==> src/swrm_pkg.sv <==
// Shared types, widths and constants of the sliding-window rate meter.
package swrm_pkg;

    localparam int TIME_W          = 32;
    localparam int BYTES_W         = 48;
    localparam int PIECES_W        = 20;
    localparam int FRAC_W          = 17;
    localparam int PIECE_BYTES_W   = 27;
    localparam int TOTAL_W         = 40;
    localparam int TOTAL_HALF_W    = 20;
    localparam int OUT_COUNT_W     = 7;
    localparam int FRAC_SHIFT      = 16;
    localparam int DIVIDEND_W      = 58;
    localparam int DIVISOR_W       = 32;
    localparam int MIN_SAMPLES     = 4;

    localparam int DEFAULT_HISTORY_DEPTH = 64;

    localparam int S_TDATA_W  = 72;
    localparam int M_TDATA_W  = 56;
    localparam int APB_ADDR_W = 5;
    localparam int APB_DATA_W = 64;
    localparam int REG_SEL_LSB = 3;

    localparam logic [PIECE_BYTES_W-1:0] PIECE_BYTES_RST = PIECE_BYTES_W'(16384);
    localparam logic [TOTAL_W-1:0]       TOTAL_SIZE_RST  = '0;
    localparam logic [TIME_W-1:0]        WINDOW_MS_RST   = TIME_W'(10000);

    typedef enum logic [1:0] {
        REG_PIECE_BYTES = 2'd0,
        REG_TOTAL_SIZE  = 2'd1,
        REG_WINDOW_MS   = 2'd2
    } t_reg_idx;

    typedef struct packed {
        logic [PIECE_BYTES_W-1:0] piece_bytes;
        logic [TOTAL_W-1:0]       total_file_bytes;
        logic [TIME_W-1:0]        window_ms;
    } t_cfg;

    typedef struct packed {
        logic                mode;
        logic [TIME_W-1:0]   now_ms;
        logic [PIECES_W-1:0] pieces_held;
        logic [FRAC_W-1:0]   progress_frac;
    } t_item;

    typedef struct packed {
        logic [BYTES_W-1:0]     speed_bytes_per_s;
        logic                   speed_valid;
        logic [OUT_COUNT_W-1:0] sample_count;
    } t_result;

    typedef struct packed {
        logic [TIME_W-1:0]  stamp;
        logic [BYTES_W-1:0] bytes;
    } t_sample;

endpackage

==> src/swrm_ctrl.sv <==
// Sequencer: forms the byte count, updates and prunes the ring, and computes the rate.
module swrm_ctrl #(
    parameter int DEPTH = swrm_pkg::DEFAULT_HISTORY_DEPTH
) (
    input  logic                                i_clk,
    input  logic                                i_rst_n,
    input  swrm_pkg::t_cfg                      i_cfg,
    input  logic                                i_in_valid,
    output logic                                o_in_ready,
    input  swrm_pkg::t_item                     i_item,
    output logic                                o_out_valid,
    input  logic                                i_out_ready,
    output swrm_pkg::t_result                   o_result,
    output logic                                o_mem_we,
    output logic [$clog2(DEPTH)-1:0]            o_mem_waddr,
    output swrm_pkg::t_sample                   o_mem_wdata,
    output logic                                o_mem_re,
    output logic [$clog2(DEPTH)-1:0]            o_mem_raddr,
    input  swrm_pkg::t_sample                   i_mem_rdata,
    output logic                                o_div_start,
    output logic [swrm_pkg::DIVIDEND_W-1:0]     o_dividend,
    output logic [swrm_pkg::DIVISOR_W-1:0]      o_divisor,
    input  logic                                i_div_done,
    input  logic [swrm_pkg::DIVIDEND_W-1:0]     i_quotient
);
    import swrm_pkg::*;

    localparam int AW     = $clog2(DEPTH);
    localparam int CW     = $clog2(DEPTH + 1);
    localparam int SW     = $clog2(2 * DEPTH);
    localparam int PP_W   = PIECES_W + PIECE_BYTES_W;
    localparam int PH_W   = FRAC_W + TOTAL_HALF_W;
    localparam int PROG_W = FRAC_W + TOTAL_W;

    typedef enum logic [3:0] {
        S_IDLE,
        S_MUL,
        S_SUM,
        S_APPEND,
        S_PRUNE_RD,
        S_PRUNE_CHK,
        S_NEW,
        S_SCALE,
        S_DIV,
        S_DONE
    } t_state;

    t_state              r_state;
    t_item               r_item;
    logic [AW-1:0]       r_head;
    logic [CW-1:0]       r_fill;
    logic [PP_W-1:0]     r_from_pieces;
    logic [PH_W-1:0]     r_prog_lo;
    logic [PH_W-1:0]     r_prog_hi;
    logic [BYTES_W-1:0]  r_held;
    t_sample             r_old;
    logic [TIME_W-1:0]   r_span;
    logic [BYTES_W-1:0]  r_diff;
    logic [DIVIDEND_W-1:0] r_dividend;
    logic                r_div_start;
    logic [BYTES_W-1:0]  r_res_speed;
    logic                r_res_valid;
    logic                r_out_valid;
    t_result             r_out;

    logic [PROG_W-1:0]   w_prog;
    logic [BYTES_W-1:0]  w_from_prog;
    logic                w_append;
    logic [TIME_W-1:0]   w_age;
    logic [CW-1:0]       w_newest_off;
    logic [AW-1:0]       w_newest;

    function automatic logic [AW-1:0] f_slot(input logic [AW-1:0] h, input logic [CW-1:0] o);
        logic [SW-1:0] s;
        s = SW'(h) + SW'(o);
        if (s >= SW'(DEPTH)) begin
            s = s - SW'(DEPTH);
        end
        return s[AW-1:0];
    endfunction

    function automatic logic [AW-1:0] f_inc(input logic [AW-1:0] h);
        return (h == AW'(DEPTH - 1)) ? '0 : h + 1'b1;
    endfunction

    always_comb begin
        w_prog       = {r_prog_hi, {TOTAL_HALF_W{1'b0}}} + PROG_W'(r_prog_lo);
        w_from_prog  = BYTES_W'(w_prog >> FRAC_SHIFT);
        w_append     = (r_fill == '0) || (r_held > i_mem_rdata.bytes);
        w_age        = r_item.now_ms - i_mem_rdata.stamp;
        w_newest_off = (r_fill == '0) ? '0 : r_fill - 1'b1;
        w_newest     = f_slot(r_head, w_newest_off);
    end

    always_comb begin
        o_mem_we          = (r_state == S_APPEND) && w_append;
        o_mem_waddr       = f_slot(r_head, r_fill);
        o_mem_wdata.stamp = r_item.now_ms;
        o_mem_wdata.bytes = r_held;
        o_mem_re          = r_state inside {S_MUL, S_PRUNE_RD, S_PRUNE_CHK};
        o_mem_raddr       = (r_state == S_PRUNE_RD) ? r_head : w_newest;
    end

    always_ff @(posedge i_clk) begin
        if (!i_rst_n) begin
            r_state     <= S_IDLE;
            r_head      <= '0;
            r_fill      <= '0;
            r_out_valid <= 1'b0;
            r_div_start <= 1'b0;
        end else begin
            r_div_start <= 1'b0;
            if (r_out_valid && i_out_ready) begin
                r_out_valid <= 1'b0;
            end
            case (r_state)
                S_IDLE: begin
                    if (i_in_valid) begin
                        r_item  <= i_item;
                        r_state <= i_item.mode ? S_MUL : S_PRUNE_RD;
                    end
                end
                S_MUL: begin
                    r_from_pieces <= PP_W'(r_item.pieces_held) * PP_W'(i_cfg.piece_bytes);
                    r_prog_lo     <= PH_W'(r_item.progress_frac)
                                     * PH_W'(i_cfg.total_file_bytes[TOTAL_HALF_W-1:0]);
                    r_prog_hi     <= PH_W'(r_item.progress_frac)
                                     * PH_W'(i_cfg.total_file_bytes[TOTAL_W-1:TOTAL_HALF_W]);
                    r_state       <= S_SUM;
                end
                S_SUM: begin
                    r_held  <= (BYTES_W'(r_from_pieces) > w_from_prog)
                               ? BYTES_W'(r_from_pieces) : w_from_prog;
                    r_state <= S_APPEND;
                end
                S_APPEND: begin
                    if (w_append) begin
                        if (r_fill == CW'(DEPTH)) begin
                            r_head <= f_inc(r_head);
                        end else begin
                            r_fill <= r_fill + 1'b1;
                        end
                    end
                    r_state <= S_PRUNE_RD;
                end
                S_PRUNE_RD: begin
                    if (r_fill == '0) begin
                        r_res_speed <= '0;
                        r_res_valid <= 1'b0;
                        r_state     <= S_DONE;
                    end else begin
                        r_state <= S_PRUNE_CHK;
                    end
                end
                S_PRUNE_CHK: begin
                    if (w_age > i_cfg.window_ms) begin
                        r_head  <= f_inc(r_head);
                        r_fill  <= r_fill - 1'b1;
                        r_state <= S_PRUNE_RD;
                    end else if (r_fill < CW'(MIN_SAMPLES)) begin
                        r_res_speed <= '0;
                        r_res_valid <= 1'b0;
                        r_state     <= S_DONE;
                    end else begin
                        r_old   <= i_mem_rdata;
                        r_state <= S_NEW;
                    end
                end
                S_NEW: begin
                    r_span  <= i_mem_rdata.stamp - r_old.stamp;
                    r_diff  <= i_mem_rdata.bytes - r_old.bytes;
                    r_state <= S_SCALE;
                end
                S_SCALE: begin
                    if (r_span == '0) begin
                        r_res_speed <= '0;
                        r_res_valid <= 1'b0;
                        r_state     <= S_DONE;
                    end else begin
                        r_dividend  <= (DIVIDEND_W'(r_diff) << 10) - (DIVIDEND_W'(r_diff) << 4)
                                       - (DIVIDEND_W'(r_diff) << 3);
                        r_div_start <= 1'b1;
                        r_state     <= S_DIV;
                    end
                end
                S_DIV: begin
                    if (i_div_done) begin
                        r_res_speed <= (|i_quotient[DIVIDEND_W-1:BYTES_W])
                                       ? '1 : i_quotient[BYTES_W-1:0];
                        r_res_valid <= 1'b1;
                        r_state     <= S_DONE;
                    end
                end
                S_DONE: begin
                    if (!r_out_valid || i_out_ready) begin
                        r_out_valid             <= 1'b1;
                        r_out.speed_bytes_per_s <= r_res_speed;
                        r_out.speed_valid       <= r_res_valid;
                        r_out.sample_count      <= OUT_COUNT_W'(r_fill);
                        r_state                 <= S_IDLE;
                    end
                end
                default: begin
                    r_state <= S_IDLE;
                end
            endcase
        end
    end

    assign o_in_ready  = (r_state == S_IDLE);
    assign o_out_valid = r_out_valid;
    assign o_result    = r_out;
    assign o_div_start = r_div_start;
    assign o_dividend  = r_dividend;
    assign o_divisor   = r_span;

endmodule

==> config.mk <==
export PLATFORM = sky130hd
export DESIGN_NAME = swrm_ctrl
export DESIGN_NICKNAME = d
export VERILOG_FILES = /design/src/swrm_pkg.sv /design/src/swrm_ctrl.sv
export SDC_FILE = /design/constraint.sdc
export NUM_CORES = 2
export LEC_CHECK = 0
export BUFFER_PORTS_ARGS = -buffer_cell sky130_fd_sc_hd__buf_2
export CORE_AREA = 3 3 429 431
export DETAILED_ROUTE_END_ITERATION = 16
export DIE_AREA = 0 0 432 434
export PLACE_DENSITY_LB_ADDON = 0.3
export SLEW_MARGIN = 15
export SYNTH_ARGS = -nofsm -noshare
export SYNTH_HDL_FRONTEND = slang
export SYNTH_SLANG_ARGS = --single-unit
==> constraint.sdc <==
create_clock -name i_clk -period 27.7 [get_ports i_clk]
set_input_delay 2.77 -clock i_clk [delete_from_list [all_inputs] [get_ports i_clk]]
set_output_delay 2.77 -clock i_clk [all_outputs]
set_load 0.02 [all_outputs]
==> results.md <==
- Clk_lat worst skew: 0.69 ns
- Hold path cells: 0
- R2r worst-path depth: 23
- Cts bufs inserted: 74
- Most common cell in the netlist: inv_1
- NumNets Final: 9771
- Post-DP HPWL: 161000 um
- Max transition margin: 18.3%
- Biggest cell delay along the critical path: 0.58 ns
- Max-slew violations: 0
- Post-CTS Hold Buffers: 0
- Critical path class: in2reg
- Area leader, netlist: fa_1
- Starting Density: 39.9%
- Die ar.: 187000 sq um
- Setup-failing EPs final: 0
- Outcome: finished clean
- Port bufs: 550
- First-pass GRT wire length: 316000 um
- Number of routed nets with antenna violations: 0
- Syn. warnings: 0
- Initial antenna violation count: 25
- EDFF count, synth: 541
- Fillers: 17400
- CP Max Fanout: 20
- Final Cycle Share: 34.5%
- Root Buffer: clkbuf_16
- Sequential share of the synthesized area: 23.1%
- Number of max-cap violations: 0
- Cell Area, Placed: 76700 sq um
- CP dominant cell by count: fa_1
- Area delta synth->final: 10.2%
- Commonest cells in the netlist: inv_1 (1412), fa_1 (1029), nand2_1 (894)
- Fmax: 105 MHz
- Setup TNS after final layout: 0 ns
- GP Congestion: 0.912
- Top post-synthesis cells by area: fa_1 (29%), edfxtp_1 (23%), ha_1 (12%)
- Vias: 52700
- Data arrival, critical path: 9.97 ns
- Async SR Flop Fraction: 0%
- Flops & latches, synth: 560
- DIE HEIGHT: 434 um
- CP startpoint kind: primary input
- Mapped cell area: 72000 sq um
- # rows: 156
- Clock Path Buffers: 3
- Post-route minimum period: 9.56 ns
- Area share of the largest cell type after synthesis: 28.6%
- RSZ-0062 raised after global routing: no
- Design Area, Final: 79300 sq um
- Hold path endpoint: o_result[53]
- Main synth FF type: edfxtp_1
- Min-delay src: r_res_speed[45]
- Worst R2R Setup Slack: 19.41 ns
- H-tree levels: 3
- Share of layout cells above drive strength 1: 9.84%
- CTS resizes: 0
- Post-CTS Setup Inserts: 0
- Finished Core Util: 43.9%
- Reg-to-reg endpoint: r_from_pieces[46]
- Pre-antenna DRT Iters: 5
- Remaining DRCs: 0
- CTS tree: built
- Synth cell types: 93
- CP endpoint kind: flip-flop
- Die width: 432 um
- Routed WL: 200000 um
- Skew final: 0.0307 ns
- Least-Margin Pin Slew: 1.23 ns
- Core ar.: 181000 sq um
- Dpl cells: 10000
- Detailed Route Iter0 Violations: 3102
- Hold Vio Cnt, Final: 0
- Final Non-Filler Cells: 10200
- Number of global-route vias before repair: 55800
- Worst path required time: 28.12 ns
- Routed len/inst: 19.7 um
- Vias per std cell: 5.18
- Top-Level Pins: 555
- Clock Sinks: 560
- GRT overflow: 0
- CP cell instances: buf_2 > nand2_1 > fa_1 > fa_1 > fa_1 > fa_1 > inv_1 > fa_1 > fa_1 > inv_1 > fa_1 > inv_1 > ha_1 > nand3_1 > o211a_1 > o21ai_0 > nor3_1 > a21oi_1 > a41oi_1 > o211ai_1 > a31oi_1 > o31ai_1 > xnor2_1
- Mapped Avg Cell Area: 9.75 sq um
- Clk slew on worst S/H paths: 0.06 ns
- Gr usage total: 21.6%
- Largest net degree at the start of global routing: 68
- HP Class: reg2reg
- Reg-to-Reg Start: r_item[21]
- Cell count after synthesis: 7383
- Slowest-stage cell, CP: fa_1
==> final cells by class <==
| class | count | area [sq um] | share of cell area (%) |
|---|---|---|---|
| Antenna cell | 13 | 32.5 | 0.0410 |
| Clock buffer | 86 | 1940 | 2.45 |
| Clock inverter | 49 | 584 | 0.737 |
| Inverter | 1412 | 5300 | 6.69 |
| Multi-Input combinational cell | 5090 | 48700 | 61.5 |
| Sequential cell | 560 | 16600 | 21.0 |
| Tap cell | 2370 | 2970 | 3.74 |
| Timing Repair Buffer | 594 | 3080 | 3.89 |
==> kinds of logic after synthesis <==
group / after synthesis / share of synthesized area [%]
and+or+nand+nor: 2029 / 13.7
buffers and inverters: 1736 / 9.26
adders and majority gates: 1727 / 40.8
AOI/OAI and AO/OA: 1014 / 9.28
DFF: 560 / 23.1
xor gates and xnor gates: 291 / 3.54
muxes: 25 / 0.356
other: 1 / 0.00521
==> cells in the final DEF, fill, tap and decap left out, types with 10 or more instances in the layout <==
| master | synthesis | final |
|---|---|---|
| nor2_1 | 216 | 212 |
| o31ai_1 | 14 | 14 |
| dfxtp_1 | 19 | 19 |
| o21bai_1 | 43 | 43 |
| nor4_1 | 22 | 20 |
| fa_1 | 1029 | 1029 |
| xnor2_1 | 208 | 208 |
| o211ai_1 | 19 | 19 |
| a211oi_1 | 22 | 22 |
| ha_1 | 698 | 698 |
| xor2_1 | 83 | 83 |
| or3_1 | 21 | 21 |
| nand2_1 | 894 | 893 |
| and4_1 | 12 | 12 |
| a21o_1 | 192 | 192 |
| edfxtp_1 | 541 | 541 |
| mux2i_1 | 20 | 20 |
| buf_4 | 36 | 44 |
| nand4_1 | 55 | 55 |
| bufinv_16 | 0 | 10 |
| or2_2 | 13 | 13 |
| a21boi_0 | 13 | 13 |
| and2_1 | 506 | 506 |
| a21oi_1 | 312 | 312 |
| clkbuf_1 | 276 | 10 |
| a31oi_1 | 36 | 36 |
| and3_1 | 42 | 42 |
| o21a_1 | 106 | 106 |
| diode_2 | 0 | 13 |
| clkbuf_16 | 0 | 76 |
| inv_1 | 1412 | 1412 |
| nand3_1 | 66 | 65 |
| buf_2 | 7 | 550 |
| clkinv_1 | 0 | 13 |
| nor3_1 | 66 | 64 |
| o21ai_0 | 133 | 133 |
| nand2b_1 | 42 | 42 |
| nor2b_1 | 48 | 48 |
==> sequential cells by signal (all words and copies together), names as in the netlist <==
signal / count
r_old: 80
o_result: 56
o_dividend: 55
r_diff: 48
r_res_speed: 48
r_from_pieces: 47
r_held: 47
r_item: 37
r_prog_hi: 37
o_divisor: 32
o_mem_wdata: 32
r_prog_lo: 21
r_fill: 7
r_head: 6
r_state: 4
o_div_start: 1
o_out_valid: 1
r_res_valid: 1
==> critical path: cells and delay by family <==
family,cells,cell delay [ns]
compound gates,7,2.27
xor+xnor,1,0.13
fa+ha+maj,8,3.93
buf+inv,4,0.52
simple gates,3,0.37
==> worst max-delay path by stage <==
stage	from	to	slack, ns	cells after the start
final	i_cfg[82]	r_from_pieces[46]	18.14	23
after global routing	i_cfg[82]	r_from_pieces[46]	17.76	23
after CTS	i_cfg[82]	r_from_pieces[46]	18.28	23
after detailed placement	i_cfg[82]	r_from_pieces[46]	17.53	23
after global placement	i_cfg[84]	r_from_pieces[46]	17.66	24
after floorplan	i_mem_rdata[48]	r_old[0]	15.03	21
==> stage by stage <==
step           hold slack (ns)  worst slack, ns
2_1_floorplan            0.400            15.03
3_3_place_gp             0.401            17.66
3_5_place_dp             0.405            17.53
4_1_cts                  0.409            18.28
5_1_grt                  0.426            17.76
6_report                 0.402            18.14
==> per-layer routing <==
layer  part of all wire, %  vias to the layer above  global-route usage (%)
met1                    40                    26600                    26.1
met3                   5.5                      396                    3.79
met4                   4.8                       24                    9.58
met5                 0.070                        -                       0
li1                      -                    24300                       -
met2                    50                     1376                    37.5
Power is not shown: default switching activity piles up to over one toggle a cycle in this logic, so the estimate is an artifact.
