`config.mk`:
```
export PLATFORM = sky130hd
export DESIGN_NAME = swrm_div
export DESIGN_NICKNAME = d
export VERILOG_FILES = /design/src/swrm_pkg.sv /design/src/swrm_div.sv
export SDC_FILE = /design/constraint.sdc
export NUM_CORES = 1
export LEC_CHECK = 0
export ABC_AREA = 1
export BUFFER_PORTS_ARGS = -buffer_cell sky130_fd_sc_hd__buf_4
export CAP_MARGIN = 10
export CORE_ASPECT_RATIO = 0.5
export CORE_MARGIN = 8
export CORE_UTILIZATION = 45
export DETAILED_ROUTE_END_ITERATION = 7
export HOLD_SLACK_MARGIN = 0.05
export PLACE_DENSITY_LB_ADDON = 0.05
export SYNTH_ARGS = -nofsm -noshare
export SYNTH_HDL_FRONTEND = slang
export SYNTH_SLANG_ARGS = --single-unit
```
`constraint.sdc`:
```
create_clock -name i_clk -period 4.5 [get_ports i_clk]
set_input_delay 0.45 -clock i_clk [delete_from_list [all_inputs] [get_ports i_clk]]
set_output_delay 0.45 -clock i_clk [all_outputs]
set_load 0.005 [all_outputs]
```
`src/swrm_pkg.sv`:
```
// Shared types, widths and constants of the sliding-window rate meter.
package swrm_pkg;

    localparam int TIME_W          = 32;
    localparam int BYTES_W         = 48;
    localparam int PIECES_W        = 20;
    localparam int FRAC_W          = 17;
    localparam int PIECE_BYTES_W   = 27;
    localparam int TOTAL_W         = 40;
    localparam int TOTAL_HALF_W    = 20;
    localparam int OUT_COUNT_W     = 7;
    localparam int FRAC_SHIFT      = 16;
    localparam int DIVIDEND_W      = 58;
    localparam int DIVISOR_W       = 32;
    localparam int MIN_SAMPLES     = 4;

    localparam int DEFAULT_HISTORY_DEPTH = 64;

    localparam int S_TDATA_W  = 72;
    localparam int M_TDATA_W  = 56;
    localparam int APB_ADDR_W = 5;
    localparam int APB_DATA_W = 64;
    localparam int REG_SEL_LSB = 3;

    localparam logic [PIECE_BYTES_W-1:0] PIECE_BYTES_RST = PIECE_BYTES_W'(16384);
    localparam logic [TOTAL_W-1:0]       TOTAL_SIZE_RST  = '0;
    localparam logic [TIME_W-1:0]        WINDOW_MS_RST   = TIME_W'(10000);

    typedef enum logic [1:0] {
        REG_PIECE_BYTES = 2'd0,
        REG_TOTAL_SIZE  = 2'd1,
        REG_WINDOW_MS   = 2'd2
    } t_reg_idx;

    typedef struct packed {
        logic [PIECE_BYTES_W-1:0] piece_bytes;
        logic [TOTAL_W-1:0]       total_file_bytes;
        logic [TIME_W-1:0]        window_ms;
    } t_cfg;

    typedef struct packed {
        logic                mode;
        logic [TIME_W-1:0]   now_ms;
        logic [PIECES_W-1:0] pieces_held;
        logic [FRAC_W-1:0]   progress_frac;
    } t_item;

    typedef struct packed {
        logic [BYTES_W-1:0]     speed_bytes_per_s;
        logic                   speed_valid;
        logic [OUT_COUNT_W-1:0] sample_count;
    } t_result;

    typedef struct packed {
        logic [TIME_W-1:0]  stamp;
        logic [BYTES_W-1:0] bytes;
    } t_sample;

endpackage

```
`src/swrm_div.sv`:
```
// Restoring divider that produces one quotient bit per cycle.
module swrm_div (
    input  logic                                i_clk,
    input  logic                                i_rst_n,
    input  logic                                i_start,
    input  logic [swrm_pkg::DIVIDEND_W-1:0]     i_dividend,
    input  logic [swrm_pkg::DIVISOR_W-1:0]      i_divisor,
    output logic                                o_done,
    output logic [swrm_pkg::DIVIDEND_W-1:0]     o_quotient
);
    import swrm_pkg::*;

    localparam int CNT_W = $clog2(DIVIDEND_W);

    logic [DIVISOR_W-1:0]  r_rem;
    logic [DIVIDEND_W-1:0] r_quo;
    logic [DIVISOR_W-1:0]  r_div;
    logic [CNT_W-1:0]      r_cnt;
    logic                  r_busy;
    logic                  r_done;

    logic [DIVISOR_W:0]    w_shifted;
    logic                  w_ge;
    logic [DIVISOR_W:0]    w_sub;

    always_comb begin
        w_shifted = {r_rem, r_quo[DIVIDEND_W-1]};
        w_ge      = w_shifted >= {1'b0, r_div};
        w_sub     = w_shifted - {1'b0, r_div};
    end

    always_ff @(posedge i_clk) begin
        if (!i_rst_n) begin
            r_busy <= 1'b0;
            r_done <= 1'b0;
        end else begin
            r_done <= 1'b0;
            if (i_start) begin
                r_busy <= 1'b1;
                r_rem  <= '0;
                r_quo  <= i_dividend;
                r_div  <= i_divisor;
                r_cnt  <= CNT_W'(DIVIDEND_W - 1);
            end else if (r_busy) begin
                r_rem <= w_ge ? w_sub[DIVISOR_W-1:0] : w_shifted[DIVISOR_W-1:0];
                r_quo <= {r_quo[DIVIDEND_W-2:0], w_ge};
                r_cnt <= r_cnt - 1'b1;
                if (r_cnt == '0) begin
                    r_busy <= 1'b0;
                    r_done <= 1'b1;
                end
            end
        end
    end

    assign o_done     = r_done;
    assign o_quotient = r_quo;

endmodule

```
==> results of run 1 <==
[sequential cells by signal (all words and copies together) (netlist names)]
| register | flops |
|---|---|
| r_busy | 1 |
| r_rem | 32 |
| o_quotient | 58 |
| o_done | 1 |
| r_div | 32 |
| r_cnt | 6 |
[worst max-delay path, cell delays in order (launching register included)]
cell and delay, ns:
edfxtp_1 0.41, ha_1 0.38, a21oi_1 0.21, and2_1 0.17, nor2_1 0.04, nor2_1 0.12, nand2_2 0.11, nor2_8 0.41
nand2_8 0.17, inv_4 0.29, nor2_1 0.09, nor2_1 0.11
[worst max-delay path by stage]
stage	start	endpoint	slack, ns	depth (start not counted)
4_1_cts	r_rem[27]$_SDFFCE_PP0P_	r_rem[13]$_SDFFCE_PP0P_	1.80	11
2_1_floorplan	i_start	o_quotient[0]$_DFFE_PP_	1.17	3
5_1_grt	r_rem[27]$_SDFFCE_PP0P_	r_rem[17]$_SDFFCE_PP0P_	1.53	11
6_report	r_rem[27]$_SDFFCE_PP0P_	r_rem[13]$_SDFFCE_PP0P_	1.80	11
3_3_place_gp	r_rem[5]$_SDFFCE_PP0P_	o_quotient[0]$_DFFE_PP_	1.85	13
3_5_place_dp	r_rem[27]$_SDFFCE_PP0P_	o_quotient[0]$_DFFE_PP_	1.78	10
[kinds of logic after synthesis]
family	after synthesis	synth area share, %
fa+ha+maj	35	5.45
xor+xnor	15	1.61
flops	130	47.5
compound gates	26	1.65
simple gates	678	34.3
buf+inv	201	9.56
[stage by stage]
stage	utilization [%]	cells	total power, uW	cell area (sq um)
3_3_place_gp	54.2	1449	2680	9520
5_1_grt	57.5	1481	4330	10100
6_report	57.5	1481	4080	10100
3_5_place_dp	54.2	1449	2690	9520
2_1_floorplan	-	1085	2330	8180
4_1_cts	57.5	1481	4100	10100
[cells in the final DEF, fill, tap and decap left out, drive strengths merged]
cell | netlist | final
edfxtp | 128 | 128
or2 | 2 | 2
a21oi | 21 | 21
clkinv | 2 | 7
fa | 1 | 1
buf | 11 | 155
and2 | 9 | 9
dfxtp | 2 | 2
clkinvlp | 0 | 2
nor3 | 5 | 5
o21a | 1 | 1
nand2 | 483 | 483
clkbuf | 14 | 18
bufinv | 0 | 2
nand4 | 6 | 6
xnor2 | 1 | 1
nor2 | 116 | 116
nand3 | 32 | 32
o21bai | 1 | 1
xor2 | 14 | 14
ha | 34 | 34
inv | 174 | 179
nand3b | 25 | 25
o21ai | 3 | 3
[power groups by stage]
stage / Combinational, uW / Clock, uW / Sequential [uW]
after global routing: 1280 / 1490 / 1560
after detailed placement: 1120 / 0 / 1570
after floorplan: 764 / 0 / 1570
after global placement: 1110 / 0 / 1570
final: 1120 / 1410 / 1550
after CTS: 1120 / 1430 / 1550
[metal layers]
layer | track usage, % | vias up
met1 | 28.9 | 3201
met4 | 3.72 | 2
met2 | 30.0 | 179
li1 | - | 3642
met5 | 0 | -
met3 | 8.22 | 16
[final cells by class]
| class | count | area, sq um |
|---|---|---|
| Fill cell | 1673 | 7460 |
| Sequential cell | 130 | 3880 |
| Multi-Input combinational cell | 754 | 3520 |
| Timing Repair Buffer | 155 | 1160 |
| Inverter | 176 | 663 |
| Clock buffer | 18 | 429 |
| Tap cell | 234 | 293 |
| Clock inverter | 14 | 154 |
==> reports/summary.txt, run 1 <==
result of the run: complete, no violations
number of buffers on the longest clock path: 2
library cell with the highest instance count after synthesis: nand2_1
cts hold-fix bufs: 0
max-capacitance violation count: 0
detailed-routing iteration count for the pre-antenna-repair pass: 7
internal power: 2730 uW
count of standard-cell rows: 34
Yosys warning total: 0
min-delay src: i_divisor[0]
switching power share of the total: 33.0%
netlist area before placement: 8180 sq um
signal arrival time at the worst endpoint: 2.98 ns
Max FO, Critical Path: 25
share of total power in combinational logic: 27.5%
final weighted congestion in routability-driven placement: 0.941
worst endpoint required time: 4.78 ns
CTS Buf Count: 17
Worst Hold Path Cells: 1
final count of hold timing violations: 0
fin crit share: 60.0%
H-Tree Depth: 4
Primary FF master, synth: edfxtp_1
worst setup skew after layout: 0.0189 ns
cell types occupying the most area after synthesis: edfxtp_1, nand2_1, inv_1
max-slew violations: 0
maximum number of pins on one net before global-route repair: 66
kind of end point of the critical path: flip-flop
post-CTS setup repair buffer count: 0
worst-case vdd ir drop: 0.229 mV
worst slew margin relative to its limit: 35.9%
Horiz. Die Dim: 207 um
Syn Inst Count: 1,085
leading cell types by count after synthesis: nand2_1, inv_1, edfxtp_1, nor2_1, ha_1
area grow syn2layout: 23.6%
Post-Synthesis Net Count: 1,213
vias: 7,040
met2 routed WL: 9.73 mm
Post-route DRC: 0
overall overflow remaining after global route: 0
pre-CTS setup slack: 1.78 ns
Layout Nets: 1,362
clock transition at the registers of the reported paths: 0.07 ns
startpoint kind of the worst setup timing path: flip-flop
top-level I/O count: 152
power dissipated by switching net loads: 1350 uW
top routing layer used: met5
fraction of synthesis flops using an asynchronous set or reset pin: 0%
global router's overall resource usage: 20.7%
CTS sink cnt: 130
reg-to-reg critical path endpoint: r_rem[13]$_SDFFCE_PP0P_
vias in the first global route: 7,021
antenna violations before repair: 1
Initial Utilization: 46.6%
worst hold path class: in2reg
critical register-to-register path startpoint: r_rem[27]$_SDFFCE_PP0P_
Core ar.: 17,600 sq um
DP HPWL: 17.5 mm
worst reg-to-reg path cell count: 11
register area share after synthesis: 47.5%
flop-to-flop setup slack: 1.80 ns
per-cell via count in the routed design: 4.75
Fin Setup TNS: 0 ns
clock latency reported for the late side of the worst-skew pair: 0.43 ns
DR WL/cell: 15.7 um
part of the power in registers: 38.0%
worst path setup slack after routing: 1.80 ns
number of antenna-violating nets in the routed design: 0
Total Routed Length: 23.2 mm
worst setup path class: reg2reg
power per unit of standard cell area: 404 nW/um^2
time the worst path needs with I/O delays and setup: 2.70 ns
EDFF count, synth: 128
unrepaired setup endpoints after global routing: false
Antenna Cells: 0
power share of the clock group: 34.5%
proportion of layout cells with a drive suffix above 1: 16.6%
most area-hungry cell type in the Yosys netlist: edfxtp_1
reported leakage power: 0.00524 uW
minimum hold slack: 0.191 ns
number of buffer cells added on primary ports: 151
clock tree from TritonCTS: built
share of the synthesized area in the top cell type: 47.0%
Root Buffer: clkbuf_16
full die area: 23,000 sq um
average cell area after synthesis: 7.54 sq um
Synth Register Bits: 130
detailed route wirelength on metal3: 2.03 mm
measured slew at the worst slew-check pin: 0.961 ns
first-pass GRT wire length: 37.4 mm
Netlist cell types: 35
detailed-route wire length on metal 1: 11.3 mm
end point of the worst hold path: r_div[0]$_DFFE_PP_
maximum clock frequency: 0.370 GHz
die boundary height: 111 um
drt first-iter violations: 433
final setup violating endpoints: 0
total of cells resized after clock tree synthesis: 0
No activity file was read; power rests on OpenSTA's default activity.
==> inputs of run 2 (changes only) <==
- clock period: 4.5 -> 2.6 ns (I/O delays scaled with it)
==> run 2 against run 1 <==
  * Sequential cell count unchanged
  * Critical path depth increased by 1
  * Power increased by 78%
  * Final cell count increased by 3.1%
==> reports/summary.txt, run 2 (synthesis results as in run 1) <==
full die area: 23,000 sq um (unchanged)
CTS sink cnt: 130 (unchanged)
result of the run: complete, no violations (unchanged)
power per unit of standard cell area: 687 nW/um^2 (was 404 nW/um^2)
flip-flop count of the largest register, all copies and words added: 58 (unchanged)
number of antenna-violating nets in the routed design: 0 (unchanged)
reg-to-reg critical path endpoint: r_rem[10]$_SDFFCE_PP0P_ (was r_rem[13]$_SDFFCE_PP0P_)
DR WL/cell: 16.3 um (was 15.7 um)
worst hold path class: in2reg (unchanged)
critical register-to-register path startpoint: r_rem[1]$_SDFFCE_PP0P_ (was r_rem[27]$_SDFFCE_PP0P_)
proportion of layout cells with a drive suffix above 1: 17.2% (was 16.6%)
largest stage delay on the critical path: 0.45 ns (was 0.41 ns)
Horiz. Die Dim: 207 um (unchanged)
global router's overall resource usage: 21.7% (was 20.7%)
startpoint kind of the worst setup timing path: flip-flop (unchanged)
H-Tree Depth: 4 (unchanged)
pre-CTS setup slack: 0.0657 ns (was 1.78 ns)
detailed-routing iteration count for the pre-antenna-repair pass: 5 (was 7)
Core ar.: 17,600 sq um (unchanged)
clock transition at the registers of the reported paths: 0.07 ns (about the same)
reported leakage power: 0.00543 uW (was 0.00524 uW)
Layout Nets: 1,405 (was 1,362)
maximum clock frequency: 0.411 GHz (was 0.370 GHz)
final weighted congestion in routability-driven placement: 0.919 (was 0.941)
count of standard-cell rows: 34 (unchanged)
top-level I/O count: 152 (unchanged)
most common library cell in the layout ignoring fill and taps: nand2_1 (unchanged)
min-delay src: i_dividend[56] (was i_divisor[0])
Root Buffer: clkbuf_16 (unchanged)
Fin Setup TNS: 0 ns (unchanged)
max-capacitance violation count: 0 (unchanged)
CTS Buf Count: 17 (unchanged)
flop-to-flop setup slack: 0.16 ns (was 1.80 ns)
die boundary height: 111 um (unchanged)
final count of hold timing violations: 0 (unchanged)
antenna violations before repair: 4 (was 1)
worst reg-to-reg path cell count: 12 (was 11)
signal arrival time at the worst endpoint: 2.62 ns (was 2.98 ns)
Post-route DRC: 0 (unchanged)
DP HPWL: 18.7 mm (was 17.5 mm)
vias in the first global route: 7,194 (was 7,021)
final setup violating endpoints: 0 (unchanged)
max-slew violations: 0 (unchanged)
drt first-iter violations: 465 (was 433)
worst path setup slack after routing: 0.164 ns (was 1.80 ns)
unrepaired setup endpoints after global routing: false (unchanged)
highest-count cells in the layout ignoring fill and taps: nand2_1, inv_1, buf_4, edfxtp_1, nor2_1 (unchanged)
worst setup path class: reg2reg (unchanged)
number of buffer cells added on primary ports: 151 (unchanged)
clock latency reported for the late side of the worst-skew pair: 0.43 ns (about the same)
measured slew at the worst slew-check pin: 0.589 ns (was 0.961 ns)
category of cells accounting for the largest share of critical-path delay: simple AND/OR/NAND/NOR gates (unchanged)
worst setup skew after layout: 0.0131 ns (was 0.0189 ns)
Critical path origin: r_rem[1]$_SDFFCE_PP0P_ (was r_rem[27]$_SDFFCE_PP0P_)
Total Routed Length: 24.9 mm (was 23.2 mm)
clock tree from TritonCTS: built (unchanged)
worst-case vdd ir drop: 0.410 mV (was 0.229 mV)
worst endpoint required time: 2.78 ns (was 4.78 ns)
worst path buffer plus inverter count: 1 (unchanged)
kind of end point of the critical path: flip-flop (unchanged)
first-pass GRT wire length: 39.0 mm (was 37.4 mm)
number of buffers on the longest clock path: 2 (unchanged)
fin crit share: 93.7% (was 60.0%)
maximum number of pins on one net before global-route repair: 65 (was 66)
overall overflow remaining after global route: 0 (unchanged)
Initial Utilization: 46.6% (unchanged)
per-cell via count in the routed design: 4.83 (was 4.75)
time the worst path needs with I/O delays and setup: 2.44 ns (was 2.70 ns)
crit path cell chain: ha_1, nand2_1, nor2_1, nand3_1, nand3_2, nand2_1, nand2_2, nand2_4, nand2_8, inv_4, nor2_1, nor2_1 (was ha_1, a21oi_1, and2_1, nor2_1, nor2_1, nand2_2, nor2_8, nand2_8, inv_4, nor2_1, nor2_1)
Worst path most repeated cell: nor2_1 (unchanged)
vias: 7,371 (was 7,040)
worst slew margin relative to its limit: 60.7% (was 35.9%)
Max FO, Critical Path: 25 (unchanged)
Worst Hold Path Cells: 3 (was 1)
worst-path cell with the longest stage delay: edfxtp_1 (unchanged)
area grow syn2layout: 29.1% (was 23.6%)
end point of the worst hold path: o_quotient[56]$_DFFE_PP_ (was r_div[0]$_DFFE_PP_)
[run 2: changes by cell type in the layout (fill, tap and decap cells not counted), sizes merged]
cell         delta
inv             +2
dlygate4sd3    +32
buf            +11
clkinv          -3
clkinvlp        +1
diode           +3
[run 2: area by class of cell]
type,count,area [sq um]
diodes,3,7.51
clock buffers,18,439
clock inverters,14,169
fillers,1633,7010
inverters,176,663
multi-input cells,754,3530
flip-flops and latches,130,3880
well taps,234,293
repair buffers,198,1580
[run 2: how the worst max path moves through the flow]
| stage | to | slack (ns) | cells after the start |
|---|---|---|---|
| floorplan | o_quotient[0]$_DFFE_PP_ | 0.38 | 3 |
| global placement | r_rem[28]$_SDFFCE_PP0P_ | 0.09 | 15 |
| detailed placement | r_rem[28]$_SDFFCE_PP0P_ | 0.07 | 15 |
| CTS | r_rem[28]$_SDFFCE_PP0P_ | 0.06 | 15 |
| global route | r_rem[28]$_SDFFCE_PP0P_ | 0.005 | 15 |
| finish | r_rem[10]$_SDFFCE_PP0P_ | 0.16 | 12 |
[run 2: through the flow]
| stage | cells | util (%) | area [sq um] | hold WS, ns | total power [uW] |
|---|---|---|---|---|---|
| 2_1_floorplan | 1085 | - | 8180 | 0.359 | 4030 |
| 3_3_place_gp | 1458 | 54.7 | 9600 | 0.438 | 4680 |
| 3_5_place_dp | 1458 | 54.7 | 9600 | 0.439 | 4700 |
| 4_1_cts | 1522 | 59.9 | 10500 | 0.0859 | 7290 |
| 5_1_grt | 1527 | 60.1 | 10600 | 0.0805 | 7670 |
| 6_report | 1527 | 60.1 | 10600 | 0.0989 | 7260 |
[run 2: worst register-to-register path, stage by stage, from the launching register on]
cell and delay, ns:
edfxtp_1 0.45, ha_1 0.45, nand2_1 0.08, nor2_1 0.15, nand3_1 0.12, nand3_2 0.12
nand2_1 0.12, nand2_2 0.12, nand2_4 0.08, nand2_8 0.13, inv_4 0.14, nor2_1 0.16
nor2_1 0.06
[run 2: per-layer routing]
| layer | GRT usage (%) | share of wire (%) | vias up |
|---|---|---|---|
| met5 | 0 | 0.052 | - |
| met4 | 5.05 | 1.3 | 2 |
| met3 | 9.06 | 9.5 | 33 |
| met2 | 31.5 | 41 | 232 |
| met1 | 29.7 | 48 | 3367 |
| li1 | - | - | 3737 |
[run 2: what timing repair did]
item	4_1_cts	5_1_grt
hold buffers	32	0
endpoints found under the hold margin	32	0
endpoints found under the setup margin	0	3
buffers inserted	0	2
resized for setup	0	3
[run 2: power breakdown]
group / switching (uW) / internal [uW] / leakage [uW]
Combinational: 1260 / 790 / 0.00389
Sequential: 104 / 2580 / 0.00125
Clock: 1050 / 1470 / 0.000290
